### config.mk
export PLATFORM = sky130hd
export DESIGN_NAME = console_line_editor
export DESIGN_NICKNAME = d
export VERILOG_FILES = /design/src/hdl/cle_pkg.sv /design/src/hdl/cle_line_ram.sv /design/src/hdl/console_line_editor.sv
export VERILOG_INCLUDE_DIRS = /design/src /design/src/hdl
export SDC_FILE = /design/constraint.sdc
export NUM_CORES = 1
export LEC_CHECK = 0
export BUFFER_PORTS_ARGS = -buffer_cell sky130_fd_sc_hd__buf_2
export CORE_UTILIZATION = 40
export CTS_CLUSTER_SIZE = 10
export DETAILED_ROUTE_END_ITERATION = 8
export SLEW_MARGIN = 0
export SYNTH_ARGS = -nofsm -noshare
export SYNTH_HDL_FRONTEND = slang
export SYNTH_HIERARCHICAL = 1
export SYNTH_SLANG_ARGS = --single-unit
### constraint.sdc
create_clock -name clk -period 12.5 [get_ports clk]
set_clock_uncertainty 0.05 [all_clocks]
set_input_delay 0 -clock clk [delete_from_list [all_inputs] [get_ports clk]]
set_output_delay 0 -clock clk [all_outputs]
set_load 0.05 [all_outputs]
### src/hdl/assert_macros.svh
// assertion macros for the rtl
`ifndef ASSERT_MACROS_SVH
`define ASSERT_MACROS_SVH

// same-cycle implication, checked out of reset
`define CLE_ASSERT_IMPL(label, ante, cons) \
    label: assert property (@(posedge clk) disable iff (!rst_n) (ante) |-> (cons)) \
        else $error("line editor assertion failed");

// next-cycle implication, checked out of reset
`define CLE_ASSERT_NEXT(label, ante, cons) \
    label: assert property (@(posedge clk) disable iff (!rst_n) (ante) |=> (cons)) \
        else $error("line editor assertion failed");

`endif

### src/hdl/cle_pkg.sv
// types, key codes and ring index helpers for the console line editor
`default_nettype none

package cle_pkg;

    localparam int BUF_DEPTH = 128;
    localparam int IDX_MOD   = 2 * BUF_DEPTH;
    localparam int ADDR_W    = $clog2(BUF_DEPTH);
    localparam int IDX_W     = $clog2(IDX_MOD);

    localparam logic [7:0] KEY_NUL      = 8'h00;
    localparam logic [7:0] KEY_CTRL_D   = 8'h04;
    localparam logic [7:0] KEY_CTRL_H   = 8'h08;
    localparam logic [7:0] KEY_LF       = 8'h0a;
    localparam logic [7:0] KEY_CR       = 8'h0d;
    localparam logic [7:0] KEY_CTRL_P   = 8'h10;
    localparam logic [7:0] KEY_CTRL_U   = 8'h15;
    localparam logic [7:0] KEY_ESC      = 8'h1b;
    localparam logic [7:0] KEY_LBRACKET = 8'h5b;
    localparam logic [7:0] KEY_DEL      = 8'h7f;

    localparam logic [7:0] ERASE_MAX = 8'hff;

    typedef enum logic {
        OP_RECV = 1'b0,
        OP_READ = 1'b1
    } op_t;

    typedef enum logic [2:0] {
        KIND_ECHO   = 3'd0,
        KIND_ERASE  = 3'd1,
        KIND_PLIST  = 3'd2,
        KIND_RDATA  = 3'd3,
        KIND_REOF   = 3'd4,
        KIND_REMPTY = 3'd5
    } kind_t;

    typedef enum logic [1:0] {
        ESC_NONE    = 2'd0,
        ESC_SEEN    = 2'd1,
        ESC_BRACKET = 2'd2
    } esc_t;

    typedef struct packed {
        op_t        op;
        logic [7:0] rx_byte;
        logic       first_of_read;
    } cle_in_t;

    typedef struct packed {
        kind_t      kind;
        logic [7:0] out_byte;
        logic [7:0] erase_count;
        logic       line_ready;
        logic       end_of_line;
    } cle_out_t;

    typedef logic [IDX_W-1:0]  idx_t;
    typedef logic [ADDR_W-1:0] addr_t;

    function automatic idx_t idx_inc(idx_t a);
        if (a == IDX_W'(IDX_MOD - 1))
            return '0;
        return a + IDX_W'(1);
    endfunction

    function automatic idx_t idx_dec(idx_t a);
        if (a == '0)
            return IDX_W'(IDX_MOD - 1);
        return a - IDX_W'(1);
    endfunction

    function automatic idx_t idx_diff(idx_t a, idx_t b);
        logic [IDX_W:0] t;
        t = {1'b0, a} + (IDX_W + 1)'(IDX_MOD) - {1'b0, b};
        if (a >= b)
            return a - b;
        return t[IDX_W-1:0];
    endfunction

    function automatic addr_t idx_slot(idx_t a);
        idx_t t;
        t = a - IDX_W'(BUF_DEPTH);
        if (a >= IDX_W'(BUF_DEPTH))
            return t[ADDR_W-1:0];
        return a[ADDR_W-1:0];
    endfunction

    function automatic logic [7:0] erase_sat(idx_t n);
        if (32'(n) > 32'(ERASE_MAX))
            return ERASE_MAX;
        return 8'(n);
    endfunction

endpackage

`default_nettype wire

### src/hdl/cle_line_ram.sv
// line store: one write port, one registered read port with write bypass
`default_nettype none

module cle_line_ram (
    input  wire                  clk,
    input  wire                  wr_en,
    input  wire cle_pkg::addr_t  wr_addr,
    input  wire [7:0]            wr_data,
    input  wire cle_pkg::addr_t  rd_addr,
    output logic [7:0]           rd_data
);
    import cle_pkg::*;

    logic [7:0] mem [BUF_DEPTH];
    logic [7:0] rd_data_reg;

    always_ff @(posedge clk)
    begin
        if (wr_en)
        begin
            mem[wr_addr] <= wr_data;
        end
    end

    always_ff @(posedge clk)
    begin
        if (wr_en && (wr_addr == rd_addr))
        begin
            rd_data_reg <= wr_data;
        end
        else
        begin
            rd_data_reg <= mem[rd_addr];
        end
    end

    assign rd_data = rd_data_reg;

endmodule

`default_nettype wire

### src/hdl/console_line_editor.sv
// top level of the console line editor: input register, edit logic, result register
//
//  channel   direction  handshake             payload
//  in        receive    in_valid / in_ready   in_item  (cle_in_t)
//  out       send       out_valid / out_ready out_item (cle_out_t)
//
// one item per cycle while no result is held; a result passes through the input register and then the result register
// all edits are done by the combinational edit logic between the input register and the result register
// the line store read port always holds the byte at the read index
// reset clears the indices and escape phase; store contents stay undefined
// a held result stalls the input register and then in_ready
`default_nettype none

module console_line_editor (
    input  wire               clk,
    input  wire               rst_n,
    input  wire               in_valid,
    output logic              in_ready,
    input  wire cle_pkg::cle_in_t  in_item,
    output logic              out_valid,
    input  wire               out_ready,
    output cle_pkg::cle_out_t out_item
);
    import cle_pkg::*;

    logic     in_valid_reg;
    cle_in_t  in_item_reg;
    logic     out_valid_reg;
    cle_out_t out_item_reg;

    idx_t read_index_reg,   read_index_next;
    idx_t commit_index_reg, commit_index_next;
    idx_t edit_index_reg,   edit_index_next;
    esc_t esc_reg,          esc_next;

    logic       proc_go;
    logic       has_result;
    cle_out_t   result;
    logic       wr_en;
    logic [7:0] wr_data;
    logic [7:0] head_byte;
    logic [7:0] rx_char;
    idx_t       fill_cnt;
    idx_t       commit_cnt;
    idx_t       uncommitted;
    idx_t       edit_inc;
    logic       full;

    assign proc_go   = in_valid_reg && (!out_valid_reg || out_ready);
    assign in_ready  = !in_valid_reg || proc_go;
    assign out_valid = out_valid_reg;
    assign out_item  = out_item_reg;

    assign fill_cnt    = idx_diff(edit_index_reg, read_index_reg);
    assign commit_cnt  = idx_diff(commit_index_reg, read_index_reg);
    assign uncommitted = idx_diff(edit_index_reg, commit_index_reg);
    assign edit_inc    = idx_inc(edit_index_reg);
    assign full        = fill_cnt >= IDX_W'(BUF_DEPTH);
    assign rx_char     = (in_item_reg.rx_byte == KEY_CR) ? KEY_LF : in_item_reg.rx_byte;

    cle_line_ram u_line_ram (
        .clk     (clk),
        .wr_en   (wr_en),
        .wr_addr (idx_slot(edit_index_reg)),
        .wr_data (wr_data),
        .rd_addr (idx_slot(read_index_next)),
        .rd_data (head_byte)
    );

    // input register
    always_ff @(posedge clk or negedge rst_n)
    begin
        if (!rst_n)
        begin
            in_valid_reg <= 1'b0;
        end
        else if (in_ready)
        begin
            in_valid_reg <= in_valid;
        end
    end

    always_ff @(posedge clk)
    begin
        if (in_valid && in_ready)
        begin
            in_item_reg <= in_item;
        end
    end

    // result register
    always_ff @(posedge clk or negedge rst_n)
    begin
        if (!rst_n)
        begin
            out_valid_reg <= 1'b0;
        end
        else if (proc_go)
        begin
            out_valid_reg <= has_result;
        end
        else if (out_ready)
        begin
            out_valid_reg <= 1'b0;
        end
    end

    always_ff @(posedge clk)
    begin
        if (proc_go)
        begin
            out_item_reg <= result;
        end
    end

    // ring indices and escape phase
    always_ff @(posedge clk or negedge rst_n)
    begin
        if (!rst_n)
        begin
            read_index_reg   <= '0;
            commit_index_reg <= '0;
            edit_index_reg   <= '0;
            esc_reg          <= ESC_NONE;
        end
        else
        begin
            read_index_reg   <= read_index_next;
            commit_index_reg <= commit_index_next;
            edit_index_reg   <= edit_index_next;
            esc_reg          <= esc_next;
        end
    end

    always_comb
    begin
        read_index_next   = read_index_reg;
        commit_index_next = commit_index_reg;
        edit_index_next   = edit_index_reg;
        esc_next          = esc_reg;
        has_result        = 1'b0;
        result            = '0;
        wr_en             = 1'b0;
        wr_data           = rx_char;

        if (proc_go)
        begin
            unique case (in_item_reg.op)
                OP_RECV:
                begin
                    priority if (in_item_reg.rx_byte == KEY_CTRL_P)
                    begin
                        has_result  = 1'b1;
                        result.kind = KIND_PLIST;
                    end
                    else if (in_item_reg.rx_byte == KEY_CTRL_U)
                    begin
                        if (uncommitted != '0)
                        begin
                            edit_index_next    = commit_index_reg;
                            has_result         = 1'b1;
                            result.kind        = KIND_ERASE;
                            result.erase_count = erase_sat(uncommitted);
                        end
                    end
                    else if (in_item_reg.rx_byte == KEY_CTRL_H ||
                             in_item_reg.rx_byte == KEY_DEL)
                    begin
                        if (edit_index_reg != commit_index_reg)
                        begin
                            edit_index_next    = idx_dec(edit_index_reg);
                            has_result         = 1'b1;
                            result.kind        = KIND_ERASE;
                            result.erase_count = 8'd1;
                        end
                    end
                    else if (in_item_reg.rx_byte == KEY_NUL || full)
                    begin
                        // dropped without result
                    end
                    else if (rx_char == KEY_ESC)
                    begin
                        esc_next = ESC_SEEN;
                    end
                    else
                    begin
                        unique case (esc_reg)
                            ESC_SEEN:
                            begin
                                esc_next = (rx_char == KEY_LBRACKET) ? ESC_BRACKET : ESC_NONE;
                            end
                            ESC_BRACKET:
                            begin
                                esc_next = ESC_NONE;
                            end
                            default:
                            begin
                                wr_en           = 1'b1;
                                edit_index_next = edit_inc;
                                has_result      = 1'b1;
                                result.kind     = KIND_ECHO;
                                result.out_byte = rx_char;
                                if (rx_char == KEY_LF || rx_char == KEY_CTRL_D ||
                                    idx_diff(edit_inc, read_index_reg) == IDX_W'(BUF_DEPTH))
                                begin
                                    commit_index_next = edit_inc;
                                    result.line_ready = 1'b1;
                                end
                            end
                        endcase
                    end
                end
                default:
                begin
                    has_result = 1'b1;
                    if (read_index_reg == commit_index_reg)
                    begin
                        result.kind = KIND_REMPTY;
                    end
                    else if (head_byte == KEY_CTRL_D)
                    begin
                        result.kind     = KIND_REOF;
                        result.out_byte = head_byte;
                        if (in_item_reg.first_of_read)
                        begin
                            read_index_next = idx_inc(read_index_reg);
                        end
                    end
                    else
                    begin
                        read_index_next    = idx_inc(read_index_reg);
                        result.kind        = KIND_RDATA;
                        result.out_byte    = head_byte;
                        result.end_of_line = (head_byte == KEY_LF);
                    end
                end
            endcase
        end
    end

`include "assert_macros.svh"

    `CLE_ASSERT_IMPL(a_index_order, 1'b1, (commit_cnt <= fill_cnt) && (fill_cnt <= IDX_W'(BUF_DEPTH)))
    `CLE_ASSERT_NEXT(a_full_keeps_escape, proc_go && (in_item_reg.op == OP_RECV) && full, $stable(esc_reg))
    `CLE_ASSERT_IMPL(a_stall_cause, !in_ready, in_valid_reg && out_valid_reg && !out_ready)

endmodule

`default_nettype wire
==> results of run 1 <==
through the flow:
step | hold slack [ps] | instance area [um2] | std cells | total power [W] | utilization [%]
2_1_floorplan | -346 | 44100 | 2102 | 0.00616 | -
3_3_place_gp | 35.9 | 45800 | 3476 | 0.00696 | 42.1
3_5_place_dp | 51.3 | 45800 | 3476 | 0.00698 | 42.1
4_1_cts | 37.4 | 49400 | 3667 | 0.0101 | 45.3
5_1_grt | 133 | 49400 | 3667 | 0.0103 | 45.3
6_report | 99.8 | 49400 | 3667 | 0.00998 | 45.3
repair_timing:
action | CTS | global route
resized for setup | 0 | 0
hold buffers | 27 | 0
hold endpoints to repair | 48 | 0
report_power, final:
group | internal (W) | switching, W
Combinational | 0.00129 | 0.00135
Clock | 0.00177 | 0.00131
Sequential | 0.00407 | 0.000183
Total | 0.00713 | 0.00284
cell usage after synthesis, drive strengths merged (9+ instances only):
cell / instances / area share, %
edfxtp: 1055 / 72
mux4: 336 / 17
nor2: 158 / 1.3
clkbuf: 63 / 0.54
buf: 51 / 0.61
nand2: 45 / 0.38
o21ai: 32 / 0.36
inv: 30 / 0.26
ha: 29 / 0.82
dfrtp: 28 / 1.6
nand3: 26 / 0.31
nor3: 21 / 0.26
a21oi: 20 / 0.23
mux2: 19 / 0.49
xnor2: 15 / 0.30
xor2: 14 / 0.28
nand2b: 11 / 0.17
nand4: 10 / 0.14
nor2b: 10 / 0.14
nor4: 9 / 0.16
cell usage in the layout (no fill, tap or decap), drive strengths merged, types with 28 or more instances in the layout:
cell    instances
nor2          158
ha             29
mux4          336
clkbuf        150
o21ai          32
buf            75
edfxtp       1055
inv            33
dfrtp          28
nand2          45
logic make-up (layout without fill, tap and decap cells):
logic type               Yosys count  after routing
flip-flops                      1090           1090
multiplexers                     357            357
AND/OR/NAND/NOR                  338            338
buffers and inverters            144            295
AO/OA/AOI/OAI                    112            112
adder cells (fa/ha/maj)           32             32
XOR/XNOR                          29             29
critical path, delay by kind of cell, from the launching register on:
family	cells	cell delay (ps)
DFF	1	1140
AOI/OAI and AO/OA	1	320
and+or+nand+nor	8	3790
buffers and inverters	2	1180
final timing paths:
kind	from	to	slack [ps]	depth (start not counted)
setup / recovery	in_item_reg[8]	u_line_ram/mem[104][6]	5520	11
hold / removal	out_ready	out_valid	100	4
setup reg to reg	in_item_reg[8]	u_line_ram/mem[104][6]	5520	11
hold reg to reg	out_valid	out_valid	510	2
max in group asynchronous	rst_n	commit_index_reg[2]	11940	4
min in group asynchronous	rst_n	edit_index_reg[0]	270	4
per-layer routing:
layer	GRT usage, %	wire [um]	vias to the layer above
met4	5.45	2520	0
met5	0	0	-
met1	26.0	43200	11500
met3	3.20	6850	147
met2	29.8	49700	853
li1	-	-	8938
final cells by class:
type	instances	share of cell area (%)
Clock buffer	150	6.43
Clock inverter	14	0.268
Inverter	30	0.233
Multi-Input combinational cell	868	22.1
Sequential cell	1090	65.8
Tap cell	1414	3.58
Timing Repair Buffer	101	1.53
==> run summary, run 1 <==
max-slew violation count: 0
synth unique cells: 75
Final HPWL DP: 62200 um
cells after synthesis: 2102
setup TNS: 0 ps
EDFF count, synth: 1055
final wirelength: 102000 um
vias: 21.5k
Final period util: 55.9%
drt drc: 0
Yosys reg bits: 1090
CTS tree: built
status: finished clean
FF/Latch Area: 32500 um2
Max Clk Rate: 143 MHz
RSZ-0062 raised after global routing: no
worst-case vdd ir drop: 0.196 mV
syn nets: 2148
Synth Warn #: 6
io pins: 37
crit-path cells: buf_4 > or4_1 > nor3_1 > a31o_2 > nand2b_4 > nor4_2 > inv_1 > nor2_1 > nor2b_1 > nand2_1 > nor2_1
Post-synth ARST share: 2.57%
clock root buffer: clkbuf_16
Core ar.: 109000 um2
Initial DRT Pass Iterations: 5
Starting Density: 40.4%
crit-path most repeated cell: nor2_1
clock buffer depth: 3
dpl ws: 5610 ps
Die Ht: 334 um
Adder-Cell Fraction of Synth Area: 0.960%
Setup CP Type: register to register
largest family of logic cells by synthesized area: multiplexers
row count: 121
Largest register FFs: 1024
Synth Area in Simple Gates: 3.75%
post-layout minimum cycle time: 6980 ps
Area Growth Syn to Fin: 12.2%
vias in the first global route: 22.0k
slowest stage delay, CP: 1140 ps
wire per inst: 27.9 um
Crit. End Element: register
worst hold-check path type: primary input to register
Die X: 334 um
multi-input logic area: 10900 um2
PwrDens: 202 nW/um2
clk sink count: 1090
multiplexer area fraction after synthesis: 17.7%
number of hold violations in the final report: 0
fin worst setup slack: 5520 ps
Initial DRC Count: 2344
I/O Buffers: 36
Via-to-Cell Ratio: 5.85
# diodes: 0
Synth Cell Area: 44100 um2
fraction of layout instances using a drive strength above 1: 26.2%
Worst Max-Slew Pin Slew: 1240 ps
Total GRT Usage: 18.5%
critical path's slowest cell: edfxtp_1
Startpoint Class: register
leakage: 15.3 nW
number of H-tree levels: 3
Skew-Pair Late Insertion Delay: 710 ps
sequential element share of the synthesized area: 73.8%
Setup Fix Bufs, Post-CTS: 0
Synth Area in XOR/XNOR: 0.577%
ANT nets after route: 0
CTS buffer count: 121
clk slew on worst S/H paths: 60 ps
fin nets: 2258
Slew Limit Headroom: 17.1%
gr ovfl total: 0
maxcap violations: 0
Synth Area in Compound Gates: 1.78%
Final setup viols: 0
die area: 111000 um2
ys flop type: edfxtp_1
largest net degree at the start of global routing: 152
GP Congestion: 0.890
Critical Path Fanout Max: 97
mean post-synth cell area: 21.0 um2
initial antenna violation count: 0
Data required, critical path: 12750 ps
CP arrival: 7240 ps
first-pass GRT wire length: 152000 um
number of fill cells in the layout: 9013
No activity file was read; power rests on OpenSTA's default activity.
==> run 2, diff against run 1 <==
Clock period 12.5 ns to 5.9 ns, I/O delays scaled along.
==> run summary, run 2 (synthesis gave the netlist of run 1 again) <==
ANT nets after route: 0 (unchanged)
drt drc: 0 (unchanged)
number of H-tree levels: 4 (+1)
CP arrival: 5560 ps (-1680 ps)
HP Start: in_item[7]
vias: 21.6k (+0.71%)
Register-to-Register Path Depth: 14 (+3)
Total GRT Usage: 18.8% (+0.28 points)
Crit. End Element: register
worst-case vdd ir drop: 0.321 mV (+64%)
GP Congestion: 0.893 (+0.30%)
met2 WL: 50900 um (+2.4%)
Startpoint Class: register
clock buffer depth: 3 (unchanged)
row count: 121 (unchanged)
largest net degree at the start of global routing: 123 (-19%)
fin nets: 2286 (+1.2%)
Area Growth Syn to Fin: 13.5%
Max Used Layer: met4
PwrDens: 435 nW/um2 (+120%)
clk sink count: 1090 (unchanged)
max-slew violation count: 0 (unchanged)
post-layout minimum cycle time: 5010 ps (-1980 ps)
R2R setup slack: 890 ps (-4620 ps)
gr ovfl total: 0 (unchanged)
RR Startpoint: edit_index_reg[2]
Largest register FFs: 1024 (unchanged)
maxcap violations: 0 (unchanged)
PostCTS Resize Cnt: 0 (unchanged)
Initial DRT Pass Iterations: 5 (unchanged)
commonest non-fill, non-tap cell in the layout: edfxtp_1
vias in the first global route: 22.2k (+1.1%)
status: finished clean
M1 WL: 43600 um (+0.98%)
Final period util: 84.9% (+29 points)
commonest non-fill, non-tap cells in the layout: edfxtp_1 (1055), mux4_2 (336), nor2_1 (158), clkbuf_16 (133), buf_4 (48)
Skew-Pair Late Insertion Delay: 720 ps (about the same)
worst hold-check path type: primary input to register
leakage: 15.6 nW (+2.0%)
number of hold violations in the final report: 0 (unchanged)
final wirelength: 103000 um (+0.94%)
Final HPWL DP: 65000 um (+4.5%)
Starting Density: 40.4% (unchanged)
initial antenna violation count: 2 (+2)
fraction of layout instances using a drive strength above 1: 27.4% (+1.2 points)
Die Ht: 334 um (unchanged)
Die X: 334 um (unchanged)
number of fill cells in the layout: 8958 (-0.61%)
RSZ-0062 raised after global routing: no
hold depth: 2 (-2)
final core occ: 45.9% (+0.54 points)
met3 routed WL: 6790 um (-0.93%)
RR Endpoint: commit_index_reg[7]
clock root buffer: clkbuf_16
WHS: 45.4 ps (-54.4 ps)
Core ar.: 109000 um2 (unchanged)
Hold Crit Endpoint: in_item_reg[7]
Slew Limit Headroom: 14.3% (-2.8 points)
Final setup viols: 0 (unchanged)
Worst Max-Slew Pin Slew: 1290 ps (+45.0 ps)
CTS buffer count: 130 (+7.4%)
Setup Fix Bufs, Post-CTS: 0 (unchanged)
first-pass GRT wire length: 154000 um (+1.3%)
Data required, critical path: 6460 ps (-6290 ps)
clk slew on worst S/H paths: 60 ps (about the same)
Critical Path Fanout Max: 15 (-85%)
Max Clk Rate: 200 MHz (+40%)
io pins: 37 (unchanged)
CTS tree: built
Pwr Total: 0.0218 W (+120%)
hold buffer count at cts: 25 (-7.4%)
wire per inst: 27.9 um (+0.12%)
Via-to-Cell Ratio: 5.85 (-0.11%)
Setup CP Type: register to register
die area: 111000 um2 (unchanged)
Initial DRC Count: 2142 (-8.6%)
I/O Buffers: 36 (unchanged)
setup TNS: 0 ps (unchanged)
==> run 2: cell count changes in the layout (fill, tap and decap cells not counted), moves of 2 or more <==
cell and change:
buf_4 +11, nor3_2 -3, clkbuf_1 -10, buf_12 +10, nor3_1 +3, clkbuf_16 +11, dlygate4sd3_1 -2, inv_6 +2
diode_2 +2, clkinv_8 +3
==> run 2: worst max-delay path, cell delays in order (launching register included) <==
cell and delay [ps]:
dfrtp_1 700, nand3_1 160, nor3_1 370, o211ai_1 130, nand2_1 80, o21ai_0 220, ha_1 500, nand4_1 180
a31oi_1 460, o21ai_0 280, and3_4 260, a2111oi_4 370, a41oi_2 250, nor3_4 470, mux2_2 400
==> run 2: metal layers <==
metal | global-route usage [%] | vias to the layer above
met5 | 0 | -
met2 | 30.6 | 806
met4 | 4.70 | 0
met3 | 3.83 | 146
met1 | 26.0 | 11700
li1 | - | 8998
==> run 2: worst max path at each step <==
stage                                 start                     to  cells past startpoint
after global routing      edit_index_reg[2]    commit_index_reg[5]                     14
after global placement    edit_index_reg[2]  u_line_ram/mem[50][1]                     12
after CTS                 edit_index_reg[2]    commit_index_reg[5]                     14
after floorplan              in_item_reg[3]   u_line_ram/mem[0][0]                      4
final                     edit_index_reg[2]    commit_index_reg[7]                     14
after detailed placement  edit_index_reg[2]    commit_index_reg[0]                     14
==> run 2: power breakdown <==
part	internal, W	switching, W
combinational	0.00284	0.00299
clock	0.00414	0.00290
sequential	0.00862	0.000261
==> run 2: layout make-up <==
class / count / area, um2 / share of cell area [%]
sequential: 1090 / 32500 / 65.0
multi-input combinational: 868 / 10900 / 21.8
clock buffer: 150 / 3400 / 6.80
tap: 1414 / 1770 / 3.54
timing repair buffer: 120 / 1020 / 2.04
clock inverter: 23 / 245 / 0.490
inverter: 30 / 115 / 0.230
antenna: 2 / 5.00 / 0.0100
==> run 2: metrics by stage <==
| step | setup slack [ps] | instances | instance area, um2 |
|---|---|---|---|
| 2_1_floorplan | 1060 | 2102 | 44100 |
| 3_3_place_gp | 1060 | 3497 | 46100 |
| 3_5_place_dp | 1040 | 3497 | 46100 |
| 4_1_cts | 1020 | 3695 | 50000 |
| 5_1_grt | 569 | 3695 | 50000 |
| 6_report | 893 | 3697 | 50000 |
